$ cat src/rtl/core/periodic_event_timer_table_defines.svh
`ifndef PERIODIC_EVENT_TIMER_TABLE_DEFINES_SVH
`define PERIODIC_EVENT_TIMER_TABLE_DEFINES_SVH

// Invariant checked at every edge outside reset.
`define PETT_ASSERT_ALWAYS(label, expr) \
    label: assert property (@(posedge aclk) disable iff (!aresetn) (expr)) \
        else $error("pett invariant violated");

// Consequence required in the cycle after the trigger.
`define PETT_ASSERT_NEXT(label, trig, expr) \
    label: assert property (@(posedge aclk) disable iff (!aresetn) (trig) |=> (expr)) \
        else $error("pett sequence violated");

`endif

$ cat src/rtl/core/pett_pkg.sv
`default_nettype none

package pett_pkg;

    localparam int MAX_EVENTS_DEF = 8;

    localparam logic [1:0] OP_ADD    = 2'd0;
    localparam logic [1:0] OP_UPDATE = 2'd1;
    localparam logic [1:0] OP_TICK   = 2'd2;

    localparam logic [2:0] KIND_EXECUTE  = 3'd0;
    localparam logic [2:0] KIND_FINISH   = 3'd1;
    localparam logic [2:0] KIND_ACCEPTED = 3'd2;
    localparam logic [2:0] KIND_REJECTED = 3'd3;
    localparam logic [2:0] KIND_DONE     = 3'd4;

    localparam int REC_W = 130;

    typedef struct packed {
        logic [31:0] period;
        logic [30:0] run_length;
        logic        has_duration;
        logic        enabled;
        logic        started;
        logic [31:0] next_fire;
        logic [31:0] stop_time;
    } rec_t;

    typedef enum logic [3:0] {
        COND_NEXT,
        COND_ALWAYS,
        COND_ADD,
        COND_UPDATE,
        COND_TICK,
        COND_FULL,
        COND_BAD_SLOT,
        COND_WALK_DONE,
        COND_NO_FINISH,
        COND_NO_EXECUTE
    } cond_t;

    typedef enum logic [1:0] {
        RD_NONE,
        RD_SLOT,
        RD_INDEX
    } rd_sel_t;

    typedef enum logic [1:0] {
        WR_NONE,
        WR_ADD,
        WR_UPDATE,
        WR_TICK
    } wr_sel_t;

    typedef enum logic [1:0] {
        SRC_ZERO,
        SRC_REQ,
        SRC_COUNT,
        SRC_INDEX
    } slot_src_t;

    typedef struct packed {
        logic       accept;
        rd_sel_t    rd;
        wr_sel_t    wr;
        logic       eval;
        logic       emit;
        logic [2:0] kind;
        slot_src_t  slot_src;
        logic       last;
        logic       count_inc;
        logic       index_inc;
        cond_t      cond;
        logic [4:0] target;
    } ctrl_t;

    // program labels
    localparam logic [4:0] STEP_IN       = 5'd0;
    localparam logic [4:0] STEP_IS_ADD   = 5'd1;
    localparam logic [4:0] STEP_IS_UPD   = 5'd2;
    localparam logic [4:0] STEP_IS_TICK  = 5'd3;
    localparam logic [4:0] STEP_REJ_ZERO = 5'd4;
    localparam logic [4:0] STEP_ADD_CHK  = 5'd5;
    localparam logic [4:0] STEP_ADD_WR   = 5'd6;
    localparam logic [4:0] STEP_UPD_CHK  = 5'd7;
    localparam logic [4:0] STEP_UPD_RD   = 5'd8;
    localparam logic [4:0] STEP_UPD_WR   = 5'd9;
    localparam logic [4:0] STEP_UPD_REJ  = 5'd10;
    localparam logic [4:0] STEP_WALK     = 5'd11;
    localparam logic [4:0] STEP_SLOT_RD  = 5'd12;
    localparam logic [4:0] STEP_EVAL     = 5'd13;
    localparam logic [4:0] STEP_FINISH   = 5'd14;
    localparam logic [4:0] STEP_WRBACK   = 5'd15;
    localparam logic [4:0] STEP_EXECUTE  = 5'd16;
    localparam logic [4:0] STEP_ADVANCE  = 5'd17;
    localparam logic [4:0] STEP_DONE     = 5'd18;

    function automatic ctrl_t ucode(input logic [4:0] step);
        ctrl_t c;
        c = '0;
        c.rd       = RD_NONE;
        c.wr       = WR_NONE;
        c.slot_src = SRC_ZERO;
        c.cond     = COND_NEXT;
        unique case (step)
            STEP_IN: begin
                c.accept = 1'b1;
            end
            STEP_IS_ADD: begin
                c.cond = COND_ADD;    c.target = STEP_ADD_CHK;
            end
            STEP_IS_UPD: begin
                c.cond = COND_UPDATE; c.target = STEP_UPD_CHK;
            end
            STEP_IS_TICK: begin
                c.cond = COND_TICK;   c.target = STEP_WALK;
            end
            STEP_REJ_ZERO: begin
                c.emit = 1'b1; c.kind = KIND_REJECTED; c.last = 1'b1;
                c.cond = COND_ALWAYS; c.target = STEP_IN;
            end
            STEP_ADD_CHK: begin
                c.cond = COND_FULL;   c.target = STEP_REJ_ZERO;
            end
            STEP_ADD_WR: begin
                c.wr = WR_ADD; c.count_inc = 1'b1;
                c.emit = 1'b1; c.kind = KIND_ACCEPTED; c.slot_src = SRC_COUNT;
                c.last = 1'b1;
                c.cond = COND_ALWAYS; c.target = STEP_IN;
            end
            STEP_UPD_CHK: begin
                c.cond = COND_BAD_SLOT; c.target = STEP_UPD_REJ;
            end
            STEP_UPD_RD: begin
                c.rd = RD_SLOT;
            end
            STEP_UPD_WR: begin
                c.wr = WR_UPDATE;
                c.emit = 1'b1; c.kind = KIND_ACCEPTED; c.slot_src = SRC_REQ;
                c.last = 1'b1;
                c.cond = COND_ALWAYS; c.target = STEP_IN;
            end
            STEP_UPD_REJ: begin
                c.emit = 1'b1; c.kind = KIND_REJECTED; c.slot_src = SRC_REQ;
                c.last = 1'b1;
                c.cond = COND_ALWAYS; c.target = STEP_IN;
            end
            STEP_WALK: begin
                c.cond = COND_WALK_DONE; c.target = STEP_DONE;
            end
            STEP_SLOT_RD: begin
                c.rd = RD_INDEX;
            end
            STEP_EVAL: begin
                c.eval = 1'b1;
                c.cond = COND_NO_FINISH; c.target = STEP_WRBACK;
            end
            STEP_FINISH: begin
                c.emit = 1'b1; c.kind = KIND_FINISH; c.slot_src = SRC_INDEX;
            end
            STEP_WRBACK: begin
                c.wr = WR_TICK;
                c.cond = COND_NO_EXECUTE; c.target = STEP_ADVANCE;
            end
            STEP_EXECUTE: begin
                c.emit = 1'b1; c.kind = KIND_EXECUTE; c.slot_src = SRC_INDEX;
            end
            STEP_ADVANCE: begin
                c.index_inc = 1'b1;
                c.cond = COND_ALWAYS; c.target = STEP_WALK;
            end
            STEP_DONE: begin
                c.emit = 1'b1; c.kind = KIND_DONE; c.last = 1'b1;
                c.cond = COND_ALWAYS; c.target = STEP_IN;
            end
            default: begin
                c.cond = COND_ALWAYS; c.target = STEP_IN;
            end
        endcase
        return c;
    endfunction

endpackage

`default_nettype wire

$ cat src/rtl/core/pett_ram.sv
`default_nettype none

module pett_ram #(
    parameter int WIDTH = 8,
    parameter int DEPTH = 8,
    localparam int AW = (DEPTH > 1) ? $clog2(DEPTH) : 1
) (
    input  wire logic                   aclk,
    input  wire logic                   we,
    input  wire logic [AW-1:0]          waddr,
    input  wire logic [WIDTH-1:0]       wdata,
    input  wire logic                   re,
    input  wire logic [AW-1:0]          raddr,
    output logic      [WIDTH-1:0]       rdata
);
    logic [WIDTH-1:0] mem [DEPTH];
    logic [WIDTH-1:0] rdata_reg;

    always_ff @(posedge aclk) begin
        if (we) begin
            mem[waddr] <= wdata;
        end
        if (re) begin
            rdata_reg <= mem[raddr];
        end
    end

    assign rdata = rdata_reg;

endmodule

`default_nettype wire

$ cat src/rtl/core/periodic_event_timer_table.sv
`default_nettype none
// Channel   Ports                                       Direction
// s_        operation slot now period has_duration      in, valid/ready
//           run_length enabled
// m_        kind slot_out last                          out, valid/ready
//
// Add, update, unknown operation and tick each run as a sequence of
// microcode steps from the step counter, with a registered read of the
// slot RAM (at most one access per step); a tick walks every filled slot.
// A request is taken only at the program's input step; an emitting step
// waits while the result register is still held by m_ready low.
// aresetn clears the step counter, fill count and result valid; slot RAM
// contents are only read for filled slots.
`include "periodic_event_timer_table_defines.svh"

module periodic_event_timer_table #(
    parameter int MAX_EVENTS = pett_pkg::MAX_EVENTS_DEF
) (
    input  wire logic        aclk,
    input  wire logic        aresetn,
    input  wire logic        s_valid,
    output logic             s_ready,
    input  wire logic [1:0]  s_operation,
    input  wire logic [2:0]  s_slot,
    input  wire logic [31:0] s_now,
    input  wire logic [31:0] s_period,
    input  wire logic        s_has_duration,
    input  wire logic [30:0] s_run_length,
    input  wire logic        s_enabled,
    output logic             m_valid,
    input  wire logic        m_ready,
    output logic      [2:0]  m_kind,
    output logic      [2:0]  m_slot_out,
    output logic             m_last
);
    localparam int CW = $clog2(MAX_EVENTS + 1);
    localparam int AW = (MAX_EVENTS > 1) ? $clog2(MAX_EVENTS) : 1;

    pett_pkg::ctrl_t c;

    logic [4:0]     pc_reg, pc_next;
    logic [CW-1:0]  count_reg, count_next;
    logic [CW-1:0]  index_reg, index_next;

    logic [1:0]     op_reg;
    logic [2:0]     slot_reg;
    logic [31:0]    now_reg, period_reg;
    logic           dur_reg, en_reg;
    logic [30:0]    runl_reg;

    pett_pkg::rec_t work_reg, work_next;
    logic           fin_reg, fin_next;
    logic           exe_reg, exe_next;

    logic           m_valid_reg, m_valid_next;
    logic [2:0]     m_kind_reg, m_slot_out_reg;
    logic           m_last_reg;

    logic           out_free, go, jump, emit_fire;
    logic           ram_we, ram_re;
    logic [AW-1:0]  ram_waddr, ram_raddr;
    pett_pkg::rec_t ram_wdata, ram_rdata;
    logic [2:0]     emit_slot;

    logic           start_now;
    logic [31:0]    stop_new;

    assign c = pett_pkg::ucode(pc_reg);

    assign out_free  = !m_valid_reg || m_ready;
    assign go        = (!c.emit || out_free) && (!c.accept || s_valid);
    assign emit_fire = go && c.emit;
    assign s_ready   = c.accept;

    always_comb begin
        unique case (c.cond)
            pett_pkg::COND_NEXT:       jump = 1'b0;
            pett_pkg::COND_ALWAYS:     jump = 1'b1;
            pett_pkg::COND_ADD:        jump = (op_reg == pett_pkg::OP_ADD);
            pett_pkg::COND_UPDATE:     jump = (op_reg == pett_pkg::OP_UPDATE);
            pett_pkg::COND_TICK:       jump = (op_reg == pett_pkg::OP_TICK);
            pett_pkg::COND_FULL:       jump = (count_reg >= CW'(MAX_EVENTS));
            pett_pkg::COND_BAD_SLOT:   jump = (32'(slot_reg) >= 32'(count_reg));
            pett_pkg::COND_WALK_DONE:  jump = (index_reg >= count_reg);
            pett_pkg::COND_NO_FINISH:  jump = !fin_next;
            pett_pkg::COND_NO_EXECUTE: jump = !exe_reg;
            default:                   jump = 1'b0;
        endcase
    end

    always_comb begin
        pc_next = pc_reg;
        if (go) begin
            pc_next = jump ? c.target : pc_reg + 5'd1;
        end
    end

    always_comb begin
        count_next = count_reg;
        index_next = index_reg;
        if (go && c.count_inc) begin
            count_next = count_reg + CW'(1);
        end
        if (go && c.accept) begin
            index_next = '0;
        end else if (go && c.index_inc) begin
            index_next = index_reg + CW'(1);
        end
    end

    // per-slot tick evaluation on the record just read
    always_comb begin
        start_now = ram_rdata.enabled && ram_rdata.has_duration && !ram_rdata.started;
        stop_new  = start_now ? now_reg + {1'b0, ram_rdata.run_length}
                              : ram_rdata.stop_time;
        fin_next  = ram_rdata.enabled && ram_rdata.has_duration && (now_reg >= stop_new);
        exe_next  = ram_rdata.enabled && (now_reg >= ram_rdata.next_fire);
        work_next = ram_rdata;
        work_next.enabled   = ram_rdata.enabled && !fin_next;
        work_next.started   = (ram_rdata.started || start_now) && !fin_next;
        work_next.stop_time = stop_new;
        work_next.next_fire = exe_next ? now_reg + ram_rdata.period : ram_rdata.next_fire;
    end

    always_comb begin
        ram_re    = go && (c.rd != pett_pkg::RD_NONE);
        ram_raddr = (c.rd == pett_pkg::RD_SLOT) ? AW'(slot_reg) : index_reg[AW-1:0];
        ram_we    = go && (c.wr != pett_pkg::WR_NONE);
        ram_waddr = index_reg[AW-1:0];
        ram_wdata = work_reg;
        unique case (c.wr)
            pett_pkg::WR_ADD: begin
                ram_waddr = count_reg[AW-1:0];
                ram_wdata = '{period: period_reg, run_length: runl_reg,
                              has_duration: dur_reg, enabled: en_reg, started: 1'b0,
                              next_fire: now_reg, stop_time: now_reg};
            end
            pett_pkg::WR_UPDATE: begin
                ram_waddr = AW'(slot_reg);
                ram_wdata = ram_rdata;
                ram_wdata.period       = period_reg;
                ram_wdata.run_length   = runl_reg;
                ram_wdata.has_duration = dur_reg;
                ram_wdata.enabled      = en_reg;
            end
            pett_pkg::WR_TICK: begin
                ram_waddr = index_reg[AW-1:0];
                ram_wdata = work_reg;
            end
            default: begin
                ram_waddr = index_reg[AW-1:0];
                ram_wdata = work_reg;
            end
        endcase
    end

    always_comb begin
        unique case (c.slot_src)
            pett_pkg::SRC_ZERO:  emit_slot = 3'd0;
            pett_pkg::SRC_REQ:   emit_slot = slot_reg;
            pett_pkg::SRC_COUNT: emit_slot = 3'(count_reg);
            pett_pkg::SRC_INDEX: emit_slot = 3'(index_reg);
            default:             emit_slot = 3'd0;
        endcase
    end

    always_comb begin
        m_valid_next = m_valid_reg;
        if (emit_fire) begin
            m_valid_next = 1'b1;
        end else if (m_ready) begin
            m_valid_next = 1'b0;
        end
    end

    pett_ram #(
        .WIDTH (pett_pkg::REC_W),
        .DEPTH (MAX_EVENTS)
    ) u_slot_ram (
        .aclk  (aclk),
        .we    (ram_we),
        .waddr (ram_waddr),
        .wdata (ram_wdata),
        .re    (ram_re),
        .raddr (ram_raddr),
        .rdata (ram_rdata)
    );

    always_ff @(posedge aclk) begin
        if (!aresetn) begin
            pc_reg      <= pett_pkg::STEP_IN;
            count_reg   <= '0;
            index_reg   <= '0;
            m_valid_reg <= 1'b0;
        end else begin
            pc_reg      <= pc_next;
            count_reg   <= count_next;
            index_reg   <= index_next;
            m_valid_reg <= m_valid_next;
        end
    end

    always_ff @(posedge aclk) begin
        if (s_valid && s_ready) begin
            op_reg     <= s_operation;
            slot_reg   <= s_slot;
            now_reg    <= s_now;
            period_reg <= s_period;
            dur_reg    <= s_has_duration;
            runl_reg   <= s_run_length;
            en_reg     <= s_enabled;
        end
        if (go && c.eval) begin
            work_reg <= work_next;
            fin_reg  <= fin_next;
            exe_reg  <= exe_next;
        end
        if (emit_fire) begin
            m_kind_reg     <= c.kind;
            m_slot_out_reg <= emit_slot;
            m_last_reg     <= c.last;
        end
    end

    assign m_valid    = m_valid_reg;
    assign m_kind     = m_kind_reg;
    assign m_slot_out = m_slot_out_reg;
    assign m_last     = m_last_reg;

    `PETT_ASSERT_ALWAYS(a_count_bound, count_reg <= CW'(MAX_EVENTS))
    `PETT_ASSERT_ALWAYS(a_index_bound, index_reg <= count_reg)
    `PETT_ASSERT_NEXT(a_last_to_input, emit_fire && c.last, pc_reg == pett_pkg::STEP_IN)
    `PETT_ASSERT_NEXT(a_finish_seen, go && pc_reg == pett_pkg::STEP_FINISH, !fin_reg || !work_reg.enabled)

endmodule

`default_nettype wire
$ cat config.mk
export PLATFORM = sky130hd
export DESIGN_NAME = periodic_event_timer_table
export DESIGN_NICKNAME = d
export VERILOG_FILES = /design/src/rtl/core/pett_pkg.sv /design/src/rtl/core/pett_ram.sv /design/src/rtl/core/periodic_event_timer_table.sv
export VERILOG_INCLUDE_DIRS = /design/src /design/src/rtl/core
export SDC_FILE = /design/constraint.sdc
export NUM_CORES = 1
export LEC_CHECK = 0
export BUFFER_PORTS_ARGS = -buffer_cell sky130_fd_sc_hd__buf_2
export CORE_MARGIN = 1
export CORE_UTILIZATION = 46
export CTS_CLUSTER_SIZE = 25
export DETAILED_ROUTE_END_ITERATION = 8
export GPL_ROUTABILITY_DRIVEN = 0
export GPL_TIMING_DRIVEN = 0
export HOLD_SLACK_MARGIN = 0.03
export SYNTH_ARGS = -nofsm -noshare
export SYNTH_HDL_FRONTEND = slang
export SYNTH_SLANG_ARGS = --single-unit
$ cat constraint.sdc
create_clock -name aclk -period 30.2 [get_ports aclk]
set_input_delay 1.51 -clock aclk [delete_from_list [all_inputs] [get_ports aclk]]
set_output_delay 1.51 -clock aclk [all_outputs]
set_load 0.03 [all_outputs]
# Word level (Yosys, flattened, before mapping)

Memory sizes are Yosys's and may differ from the RTL's. A register that Yosys moved wholly into a read port is not among the register bits.
Cells that the tools add are included.

Memories kept: 1
Register bits after elaboration: 254
RAM bits: 1040
Output and inout bits: 9
Logic and storage cells: 129
ROM bits: 0
Latch bits: 0

Reductions and logical operators: 38
Add/subtract/negate cells: 5
Shift operators: 0
Divide/modulo/power cells: 0
Bitwise gates (word level): 1
Multiplexer cells: 22
Multipliers: 0
Magnitude comparators: 5
Equal/unequal tests: 35

Memories:

| name           | depth | bits a word | read ports | clocked after Yosys merged registers in | wr ports | line           | source |
|---|---|---|---|---|---|---|---|
| u_slot_ram.mem | 8     | 130         | 1          | 1                                       | 1        | pett_ram.sv:16 | `logic [WIDTH-1:0] mem [DEPTH];` |

Operators by type and width:

| kind                                                             | number |
|---|---|
| 130-bit one-hot mux with 2 select lines                          | 1 |
| 9-bit one-hot mux with 10 select lines                           | 1 |
| 32-bit greater-or-equal comparator                               | 2 |
| 32-bit two-way mux                                               | 2 |
| 5-bit by 4-bit == test with 1-bit output (second input constant) | 8 |
| 32-bit by 31-bit adder with 32-bit output                        | 1 |
| 32-bit adder                                                     | 1 |
| 5-bit by 3-bit == test with 1-bit output (second input constant) | 4 |
| 4-bit one-hot mux with 5 select lines                            | 1 |
| 4-bit by 3-bit == test with 1-bit output (second input constant) | 4 |
| 5-bit == test (second input constant)                            | 3 |
| 1-bit logical AND                                                | 15 |
| 2-bit one-hot mux with 3 select lines                            | 2 |
| 3-bit one-hot mux with 4 select lines                            | 1 |
| 5-bit by 2-bit == test with 1-bit output (second input constant) | 2 |
| 2-bit OR reduction                                               | 5 |
| 5-bit OR reduction                                               | 2 |
| 1-bit two-way mux                                                | 9 |
| 1-bit one-hot mux with 9 select lines                            | 1 |
| 4-bit by 1-bit adder with 4-bit output (second input constant)   | 2 |
| 2-bit by 1-bit == test with 1-bit output (second input constant) | 4 |
| 2-bit == test (second input constant)                            | 4 |
| 4-bit by 2-bit == test with 1-bit output (second input constant) | 2 |
| 4-bit == test (second input constant)                            | 2 |
| other kinds (16)                                                 | 27 |

# Longest topological paths before layout

Gate-level depths: netlist (run 1).

Word-level depth: 9
Gate-level depth with buffers: 22
Gate-level depth less buffers: 21

# Hierarchy

Synthesis (run 1) repeated with hierarchy kept, for this count alone.

Cells, all modules: 3153
Area, all modules: 59299.4 µm²

By module, submodules not included:

| module                     | cells an instance | instances | area each (µm²) |
|---|---|---|---|
| pett_ram                   | 1645              | 1         | 43316.5 |
| periodic_event_timer_table | 1508              | 1         | 15982.8 |

# Worst setup path after synthesis (run 1)

Ideal clock, no wire load.

Path kind: register to register
Start: register pc_reg[0]
End: memory u_slot_ram.mem[7][0] (netlist bit) (enable)
Cell stages (with the launch flop): 11
Path buffers: 2
Data required time: 29.422 ns
Slack: 18.181 ns
Arrival time: 11.241 ns
Clock period less this slack: 12.019 ns
Path through: dfxtp_1 -> ha_1 -> inv_1 -> nor3_1 -> ha_1 -> or2_2 -> ha_1 -> clkbuf_1 -> clkbuf_1 -> a21oi_1 -> nor3_1

Longest elaborated chain between the ends: 9

Ends and longest elaborated chain:

| element                                                                                              | line                              | source |
|---|---|---|
| from (decl)                                                                                          | periodic_event_timer_table.sv:41  | `logic [4:0] pc_reg, pc_next;` |
| from (signal assigned)                                                                               | periodic_event_timer_table.sv:191 | `pc_reg <= pett_pkg::STEP_IN;` |
| from (signal assigned)                                                                               | periodic_event_timer_table.sv:196 | `pc_reg <= pc_next;` |
| 5-bit by 4-bit == test with 1-bit output or 5-bit by 3-bit == test with 1-bit output (tied branches) | pett_pkg.sv:105                   | `unique case (step)` |
| 2-bit OR reduction (no line)                                                                         | --                                |  |
| 4-bit one-hot mux with 5 select lines                                                                | pett_pkg.sv:105                   |  |
| 1-bit zero test                                                                                      | periodic_event_timer_table.sv:71  | `assign go = (!c.emit \|\| out_free) && (!c.accept \|\| s_valid);` |
| 1-bit logical OR                                                                                     | periodic_event_timer_table.sv:71  |  |
| 1-bit logical AND                                                                                    | periodic_event_timer_table.sv:71  |  |
| 1-bit logical AND                                                                                    | periodic_event_timer_table.sv:128 | `ram_we = go && (c.wr != pett_pkg::WR_NONE);` |
| 1-bit two-way mux                                                                                    | pett_ram.sv:20                    | `if (we) begin` |
| 1-bit two-way mux (not written as such)                                                              | pett_ram.sv:21                    | `mem[waddr] <= wdata;` |
| to (decl)                                                                                            | pett_ram.sv:16                    |  |

Parallel ways exist; a longest one is shown, timed or not.

# Worst setup path after layout (run 1)

Start: register now_reg[8]
End: register pc_reg[4]

Longest elaborated chain between the ends: 7

Ends and longest elaborated chain:

| element                                   | line                              | source |
|---|---|---|
| from (decl)                               | periodic_event_timer_table.sv:47  | `logic [31:0] now_reg, period_reg;` |
| from (signal assigned)                    | periodic_event_timer_table.sv:207 | `now_reg <= s_now;` |
| 32-bit by 31-bit adder with 32-bit output | periodic_event_timer_table.sv:114 | `stop_new = start_now ? now_reg + {1'b0, ram_rdata.run_length}` |
| 32-bit two-way mux                        | periodic_event_timer_table.sv:114 |  |
| named net stop_new[15]                    | periodic_event_timer_table.sv:66  | `logic [31:0] stop_new;` |
| 32-bit greater-or-equal comparator        | periodic_event_timer_table.sv:116 | `fin_next = ram_rdata.enabled && ram_rdata.has_duration && (now_reg >= stop_new);` |
| 1-bit logical AND                         | periodic_event_timer_table.sv:116 |  |
| 1-bit zero test                           | periodic_event_timer_table.sv:85  | `pett_pkg::COND_NO_FINISH: jump = !fin_next;` |
| 1-bit one-hot mux with 9 select lines     | periodic_event_timer_table.sv:76  | `unique case (c.cond)` |
| 5-bit two-way mux                         | periodic_event_timer_table.sv:94  | `pc_next = jump ? c.target : pc_reg + 5'd1;` |

The timed path passes the listed nets, and every way through them passes these cells.
A chain may end at the register's enable or synchronous reset.

==> summary.txt, run 1 <==
Floorplanning
  • Ports: ~120
  • Die height: ~360 um
  • Die footprint: between 100000 and 150000 um^2
  • Rows: roughly 130
  • Initial core utilization: between 40 and 50%
  • Core area: about 130000 um^2
  • Die width: ~360 um

Timing
  • Final Cycle Share: 23.5%
  • Finish-stage setup viols: 0
  • Worst-Margin Slew: 1.46 ns
  • Hold_ws: between 0.4 and 0.5 ns
  • Min cycle time layout: roughly 7.1 ns
  • Fin Setup TNS: 0 ns
  • Unrepaired setup endpoints after global routing: false
  • Slew margin rel.: under 10%
  • Final Max Slew Viols: 0
  • Max frequency: around 140 MHz
  • Clk_skew: roughly 0.029 ns
  • Final hold vios: 0

Drt
  • DRT iter0 DRCs: 3443
  • WL/cell: roughly 29 um
  • DRC viols: 0
  • DR vias: around 32000
  • Detail Route Antenna Nets: 0
  • Routed WL: about 160000 um
  • Drt pass-1 iters: 5
  • Via-to-Cell Ratio: roughly 6

Clock network
  • Postcts setup bufs: 0
  • H-tree depth: 4
  • TritonCTS clock tree: built
  • Hold-fix buffer count after cts: 0
  • Clk root buf: clkbuf_16
  • Clk Latency, worst-skew pair: 0.80 ns
  • PostCTS Resize Cnt: 0
  • Maximum root-to-sink buffer count: 3
  • Num CTS Buffers: about 150
  • Clk sinks: around 1400
  • Clock transition at path regs: around 0.07 ns

Global routing
  • Grt total ovfl: 0
  • Tot GR Track Use: between 20% and 30%
  • Largest net degree at the start of global routing: 57
  • First-pass GRT wire length: around 220000 um
  • Initial antenna violation count: 3
  • Vias in the first global route: around 33000

Critical path
  • CP top delay family: compound AO/OA/AOI/OAI gates
  • CP endpoint kind: flop
  • CP max FO: 10
  • Critical Path Max Stage Delay: roughly 1.0 ns
  • Crit path buf inv count: 2
  • Worst Setup Start Kind: flop
  • Required @ worst endpoint: ~30 ns
  • Cell Chain, Critical Path: ha_1 -> a21oi_1 -> o21ai_0 -> a211oi_1 -> o221ai_1 -> a21oi_1 -> o21ai_1 -> xor2_1 -> mux2_2 -> inv_2 -> ha_1 -> nand2_1 -> nor2_1 -> a2111oi_0 -> o211ai_1 -> a31o_2 -> a211oi_1 -> o31ai_1 -> buf_6 -> nor4b_1 -> a311o_1
  • Class of the most critical setup path: reg2reg
  • Worst Path Arrival: between 7 and 8 ns
  • Crit path max-delay cell type: a211oi_1

Cells and area
  • Layout overhead on the synthesized area: 15.9%
  • Layout cell share with drive strength beyond 1: between 20% and 30%
  • Layout fillers: roughly 9700
  • Final #Nets: between 3000 and 4000
  • Antenna diode count: 0
  • Max reg flops: ~1000

Status
  • Status: complete, no violations

Synthesis
  • Syn nets: between 3000 and 4000
  • Post-synthesis sequential area ratio: just over 70%
  • Yosys warning count: 0
  • Synth top area share: ~72%
  • Async set-or-reset flop fraction in the synthesized netlist: 0%
  • Synthesized cell area: a little under 60000 um^2
  • Synth top area cells: edfxtp_1 (72%), mux4_2 (9.9%), ha_1 (3.1%), mux2_2 (2.7%), o21ai_0 (1.0%)
  • Synth area leader: edfxtp_1
  • Syn Inst Count: ~3200
  • #FFs+latches synth: roughly 1400
  • Post-synth EDFFs: 1410
  • Distinct cells, synth: 80
  • Avg Inst Size Synth: between 15 and 20 um^2
  • Top_reg_cell synth: edfxtp_1

Power and ir drop
  • PwrDens: about 65 nW/um^2
  • Lkg Pwr: 23.2 nW
  • Total power: between 0.004 and 0.005 W
  • Max IR drop VDD: 0.0000538 V

Worst hold path
  • HP Class: reg2reg

Place
  • Port Buffers: 113
  • Post-DP HPWL: roughly 110000 um

Flow run
  • Max cap viols: 0
==> cells by family (layout without fill, tap and decap cells) <==
logic type	Yosys count	count (layout)	synth area share [%]
AND/OR/NAND/NOR	367	367	2.86
AO/OA/AOI/OAI	526	526	6.10
adder cells (fa/ha/maj)	146	146	3.12
XOR/XNOR	59	59	0.876
buffers and inverters	233	732	1.75
flip-flops	1424	1424	72.3
multiplexers	425	425	13.0
==> per-stage QoR <==
stage	area, um^2	util [%]	worst slack (ns)	instances
floorplan	59000	-	18.18	3180
detailed placement	63500	49.9	23.20	5065
global placement	61600	48.4	4.69	4955
CTS	68300	53.7	23.20	5340
finish	68400	53.7	23.11	5341
global route	68400	53.7	22.92	5341
==> per-layer routing <==
metal	global-route usage (%)	wire (um)	vias up
met4	8.18	4570	0
met1	32.4	64300	16900
met5	0	0	-
met3	3.50	9280	250
li1	-	-	13700
met2	40.3	77700	1264
==> cells in the mapped netlist, drive strengths merged (53+ instances only) <==
master  instances
ha            144
a22o           65
inv            88
edfxtp       1410
nand2         161
mux4          260
nor2           82
clkbuf         92
mux2          145
a21oi          92
buf            53
a22oi          71
o21ai         137
==> cell usage in the layout (no fill, tap or decap), types with 16 or more instances in the layout <==
cell type	n
nand2_1	161
nor2_1	75
edfxtp_1	1410
xor2_1	22
inv_1	86
mux2i_1	18
a22oi_1	71
buf_4	22
clkinv_2	23
clkbuf_1	118
a22o_1	65
buf_16	16
buf_6	59
nand2b_1	20
nor3_1	17
buf_12	35
a21oi_1	89
xnor2_1	37
clkbuf_16	151
nand4_1	22
o21a_1	22
mux2_2	143
a21o_1	46
mux4_2	260
o21ai_0	121
ha_1	144
clkinv_1	36
buf_2	130
==> final timing paths <==
check | depth (start not counted) | endpoint | slack, ns | startpoint
worst max-delay path | 21 | pc_reg[4] | 23.11 | now_reg[8]
worst min-delay path | 0 | work_reg[91] | 0.50 | u_slot_ram.rdata[91]
worst max register to register | 21 | pc_reg[4] | 23.11 | now_reg[8]
worst min register to register | 0 | work_reg[91] | 0.50 | u_slot_ram.rdata[91]
==> layout make-up <==
type	count	area (um^2)	share of cell area (%)
buffer	145	703	1.03
clock inverter	96	936	1.37
multi-input combinational	1523	15400	22.5
tap	1662	2080	3.04
clock buffer	179	3880	5.68
sequential	1424	42600	62.4
inverter	88	330	0.483
timing repair buffer	224	2390	3.50
==> where the power goes <==
part | internal [W] | switching, W
Sequential | 0.00221 | 0.0000516
Clock | 0.00103 | 0.000779
Combinational | 0.000140 | 0.000232
Total | 0.00338 | 0.00106
(Power assumes the default switching activity.)
==> run 2: changes to the inputs <==
ABC_AREA = 1   (was default)
clock period = 6.7 ns   (was 30.2 ns; I/O delays follow)
==> run 2 against run 1 <==
Count of clock-buffer cells in the layout rose by 11. Combinational power rose to 13 times the previous value. Clock skew rose by 0.019 ns. First-iteration DRC count rose by 29%. Sequential cell count did not move. Fmax rose by 26%. Global-route usage rose by 2.4 points. Core utilization rose by 0.71 points. Synthesized cell count rose by 51%. Final area rose by 3.1%. Worst hold slack got worse by 0.34 ns. Largest power group unchanged. Highest routed layer unchanged.
==> summary.txt, run 2 <==
Drt
  • Routed WL: 176000 um (+13%)
  • DRC viols: 0 (unchanged)
  • Via-to-Cell Ratio: 5.69 (-5.4%)
  • Met2 wire len: 83900 um (+8.0%)
  • DR vias: 40300 (+25%)
  • Detail Route Antenna Nets: 0 (unchanged)
  • Drt pass-1 iters: 6 (+1)
  • DRT iter0 DRCs: 4448 (+29%)
  • Met1 wire length: 71800 um (+12%)
  • WL/cell: 24.8 um (-15%)
  • Max layer used: met4
  • Routed wl met3: 13400 um (+44%)

Synthesis
  • #FFs+latches synth: 1424 (unchanged)
  • Synth area leader: edfxtp_1
  • Yosys warning count: 0 (unchanged)
  • Post-synthesis sequential area ratio: 70.7% (-1.5 points)
  • Async set-or-reset flop fraction in the synthesized netlist: 0% (unchanged)
  • Post-synth EDFFs: 1410 (unchanged)
  • Avg Inst Size Synth: 12.6 um^2 (-32%)
  • Synthesized cell area: 60300 um^2 (+2.2%)
  • Syn nets: 5040 (+47%)
  • Top_reg_cell synth: edfxtp_1
  • Distinct cells, synth: 55 (-31%)
  • Syn Inst Count: 4788 (+51%)
  • Synth top area cells: edfxtp_1 (70%), o21ai_0 (3.6%), nor2_1 (3.5%), o21bai_1 (3.4%), nand2_1 (3.1%)
  • Most frequent cell after synthesis: edfxtp_1
  • Commonest cells in the netlist: edfxtp_1 (1410), nor2_1 (555), nand2_1 (496)
  • Synth top area share: 70.3% (-1.5 points)

Clock network
  • H-tree depth: 4 (unchanged)
  • Hold-fix buffer count after cts: 104 (+104)
  • Clk sinks: 1424 (unchanged)
  • Clk Latency, worst-skew pair: 0.82 ns (+0.02 ns)
  • Clk root buf: clkbuf_16
  • Postcts setup bufs: 0 (unchanged)
  • Num CTS Buffers: 150 (+0.67%)
  • Maximum root-to-sink buffer count: 3 (unchanged)
  • PostCTS Resize Cnt: 0 (unchanged)
  • TritonCTS clock tree: built
  • Clock transition at path regs: 0.06 ns (about the same)

Power and ir drop
  • PwrDens: 342 nW/um^2 (+430%)
  • Psw: 0.00741 W (+600%)
  • Lkg Pwr: 25.0 nW (+8.0%)
  • Sw Ratio: 30.8% (+6.8 points)
  • Clk pwr share: 34.1% (-6.6 points)
  • Flop pwr share: 45.3% (-5.6 points)
  • Combinational fraction of design power: 20.6% (+12 points)
  • Int Pwr: 0.0167 W (+390%)
  • Max IR drop VDD: 0.000240 V (+350%)

Timing
  • Slew margin rel.: 10.0% (+7.2 points)
  • Final hold vios: 0 (unchanged)
  • Finish-stage setup viols: 0 (unchanged)
  • Fin Setup TNS: 0 ns (unchanged)
  • Final Cycle Share: 83.7% (+60 points)
  • Min cycle time layout: 5.61 ns (-1.48 ns)
  • Clk_skew: 0.0480 ns (+0.0192 ns)
  • Final Max Slew Viols: 0 (unchanged)
  • Setup slack after layout: 1.09 ns (-22.02 ns)
  • Max frequency: 178 MHz (+26%)
  • Unrepaired setup endpoints after global routing: false
  • Worst-Margin Slew: 1.35 ns (-0.108 ns)

Global routing
  • Grt total ovfl: 0 (unchanged)
  • Tot GR Track Use: 26.5% (+2.4 points)
  • Vias in the first global route: 38800 (+19%)
  • First-pass GRT wire length: 255000 um (+13%)
  • Initial antenna violation count: 6 (+3)
  • Largest net degree at the start of global routing: 36 (-37%)

Place
  • Port Buffers: 114 (+0.88%)
  • Post-DP HPWL: 121000 um (+15%)
  • DP Worst Slack: 0.977 ns (-22.23 ns)

Cells and area
  • Final Util: 54.4% (+0.71 points)
  • Max reg flops: 1040 (unchanged)
  • Layout cell share with drive strength beyond 1: 9.88% (-15 points)
  • Layout fillers: 10700 (+10%)
  • Most frequent cells in the layout: edfxtp_1 (1410), nor2_1 (548), nand2_1 (496)
  • Final #Nets: 5478 (+44%)
  • Commonest non-fill, non-tap cell in the layout: edfxtp_1
  • Layout overhead on the synthesized area: 17.0%
  • Multi-input logic area: 15800 um^2 (+2.6%)
  • Register area: 42600 um^2 (unchanged)

Critical path
  • Worst Path Arrival: 6.28 ns (-1.50 ns)
  • Required @ worst endpoint: 7.37 ns (-23.51 ns)
  • CP max FO: 6 (-4)
  • Critical Path Max Stage Delay: 0.57 ns (-0.47 ns)
  • Worst Setup Start Kind: flop
  • Class of the most critical setup path: reg2reg
  • Most used cell, CP: nand2_1
  • Crit path max-delay cell type: edfxtp_1
  • CP endpoint kind: flop

Flow run
  • Max cap viols: 0 (unchanged)

Worst hold path
  • HP Class: in2reg

Floorplanning
  • Initial core utilization: 46.5% (+0.17 points)
  • Die footprint: 132000 um^2 (+2.2%)
  • Die width: 364 um (+1.1%)
  • Ports: 115 (unchanged)
  • Rows: 132 (+0.76%)
  • Core area: 130000 um^2 (+1.8%)
  • Die height: 364 um (+1.1%)

Status
  • Status: complete, no violations
## run 2: cell types whose count changed in the layout (fill, tap and decap cells not counted), sizes merged, moves of 129 or more
cell	before	now
o21bai	6	271
mux2	145	0
nand2	161	504
mux4	260	0
a31oi	11	140
nor2	82	563
o21ai	137	630
## run 2: layout make-up
type	count	area share, %
flip-flops and latches	1424	60.5
multi-input cells	2885	22.4
clock buffers	190	5.57
repair buffers	286	4.35
well taps	1742	3.09
plain buffers	256	1.55
clock inverters	80	1.37
inverters	223	1.19
diodes	1	0.00355
## run 2: worst paths after layout
check / start / endpoint / slack, ns / cells after the start
setup / recovery: now_reg[0] / pc_reg[4] / 1.09 / 30
hold / removal: s_valid / pc_reg[3] / 0.16 / 5
setup reg to reg: now_reg[0] / pc_reg[4] / 1.09 / 30
hold reg to reg: index_reg[3] / index_reg[3] / 0.48 / 2
## run 2: logic make-up (layout without fill, tap and decap cells)
logic type / count (synthesis) / in the layout / share of synthesized area (%)
AOI/OAI and AO/OA: 1431 / 1431 / 13.9
xor gates and xnor gates: 37 / 37 / 0.538
adders and majority gates: 146 / 146 / 3.06
buffers and inverters: 479 / 1035 / 3.21
DFF: 1424 / 1424 / 70.7
other: 0 / 1 / 0
and+or+nand+nor: 1271 / 1271 / 8.61
## run 2: stage by stage
step	total power, W	instances	hold slack (ns)	cell area, um^2
global placement	0.0159	6644	0.463	63000
CTS	0.0242	7085	0.128	70500
floorplan	0.0140	4788	0.426	60300
detailed placement	0.0160	6711	0.470	64600
global route	0.0251	7086	0.190	70500
finish	0.0241	7087	0.156	70500
## run 2: metal layers
metal | global-route usage [%] | vias to the layer above
li1 | - | 18500
met1 | 35.7 | 19900
met2 | 43.3 | 1605
met3 | 4.11 | 286
met4 | 10.4 | 0
met5 | 0 | -
## run 2: power groups by stage
| stage | registers [W] | logic [W] | clock network (W) |
|---|---|---|---|
| final | 0.0109 | 0.00496 | 0.00821 |
| after floorplan | 0.0110 | 0.00308 | 0 |
| after detailed placement | 0.0111 | 0.00485 | 0 |
| after global routing | 0.0109 | 0.00545 | 0.00868 |
| after CTS | 0.0109 | 0.00493 | 0.00834 |
| after global placement | 0.0113 | 0.00468 | 0 |
## run 2: critical path: cells and delay by family (launching register included)
kind	cells	cell delay [ns]
simple gates	23	3.15
fa+ha+maj	3	1.00
buf+inv	1	0.06
flops	1	0.57
compound gates	3	0.66
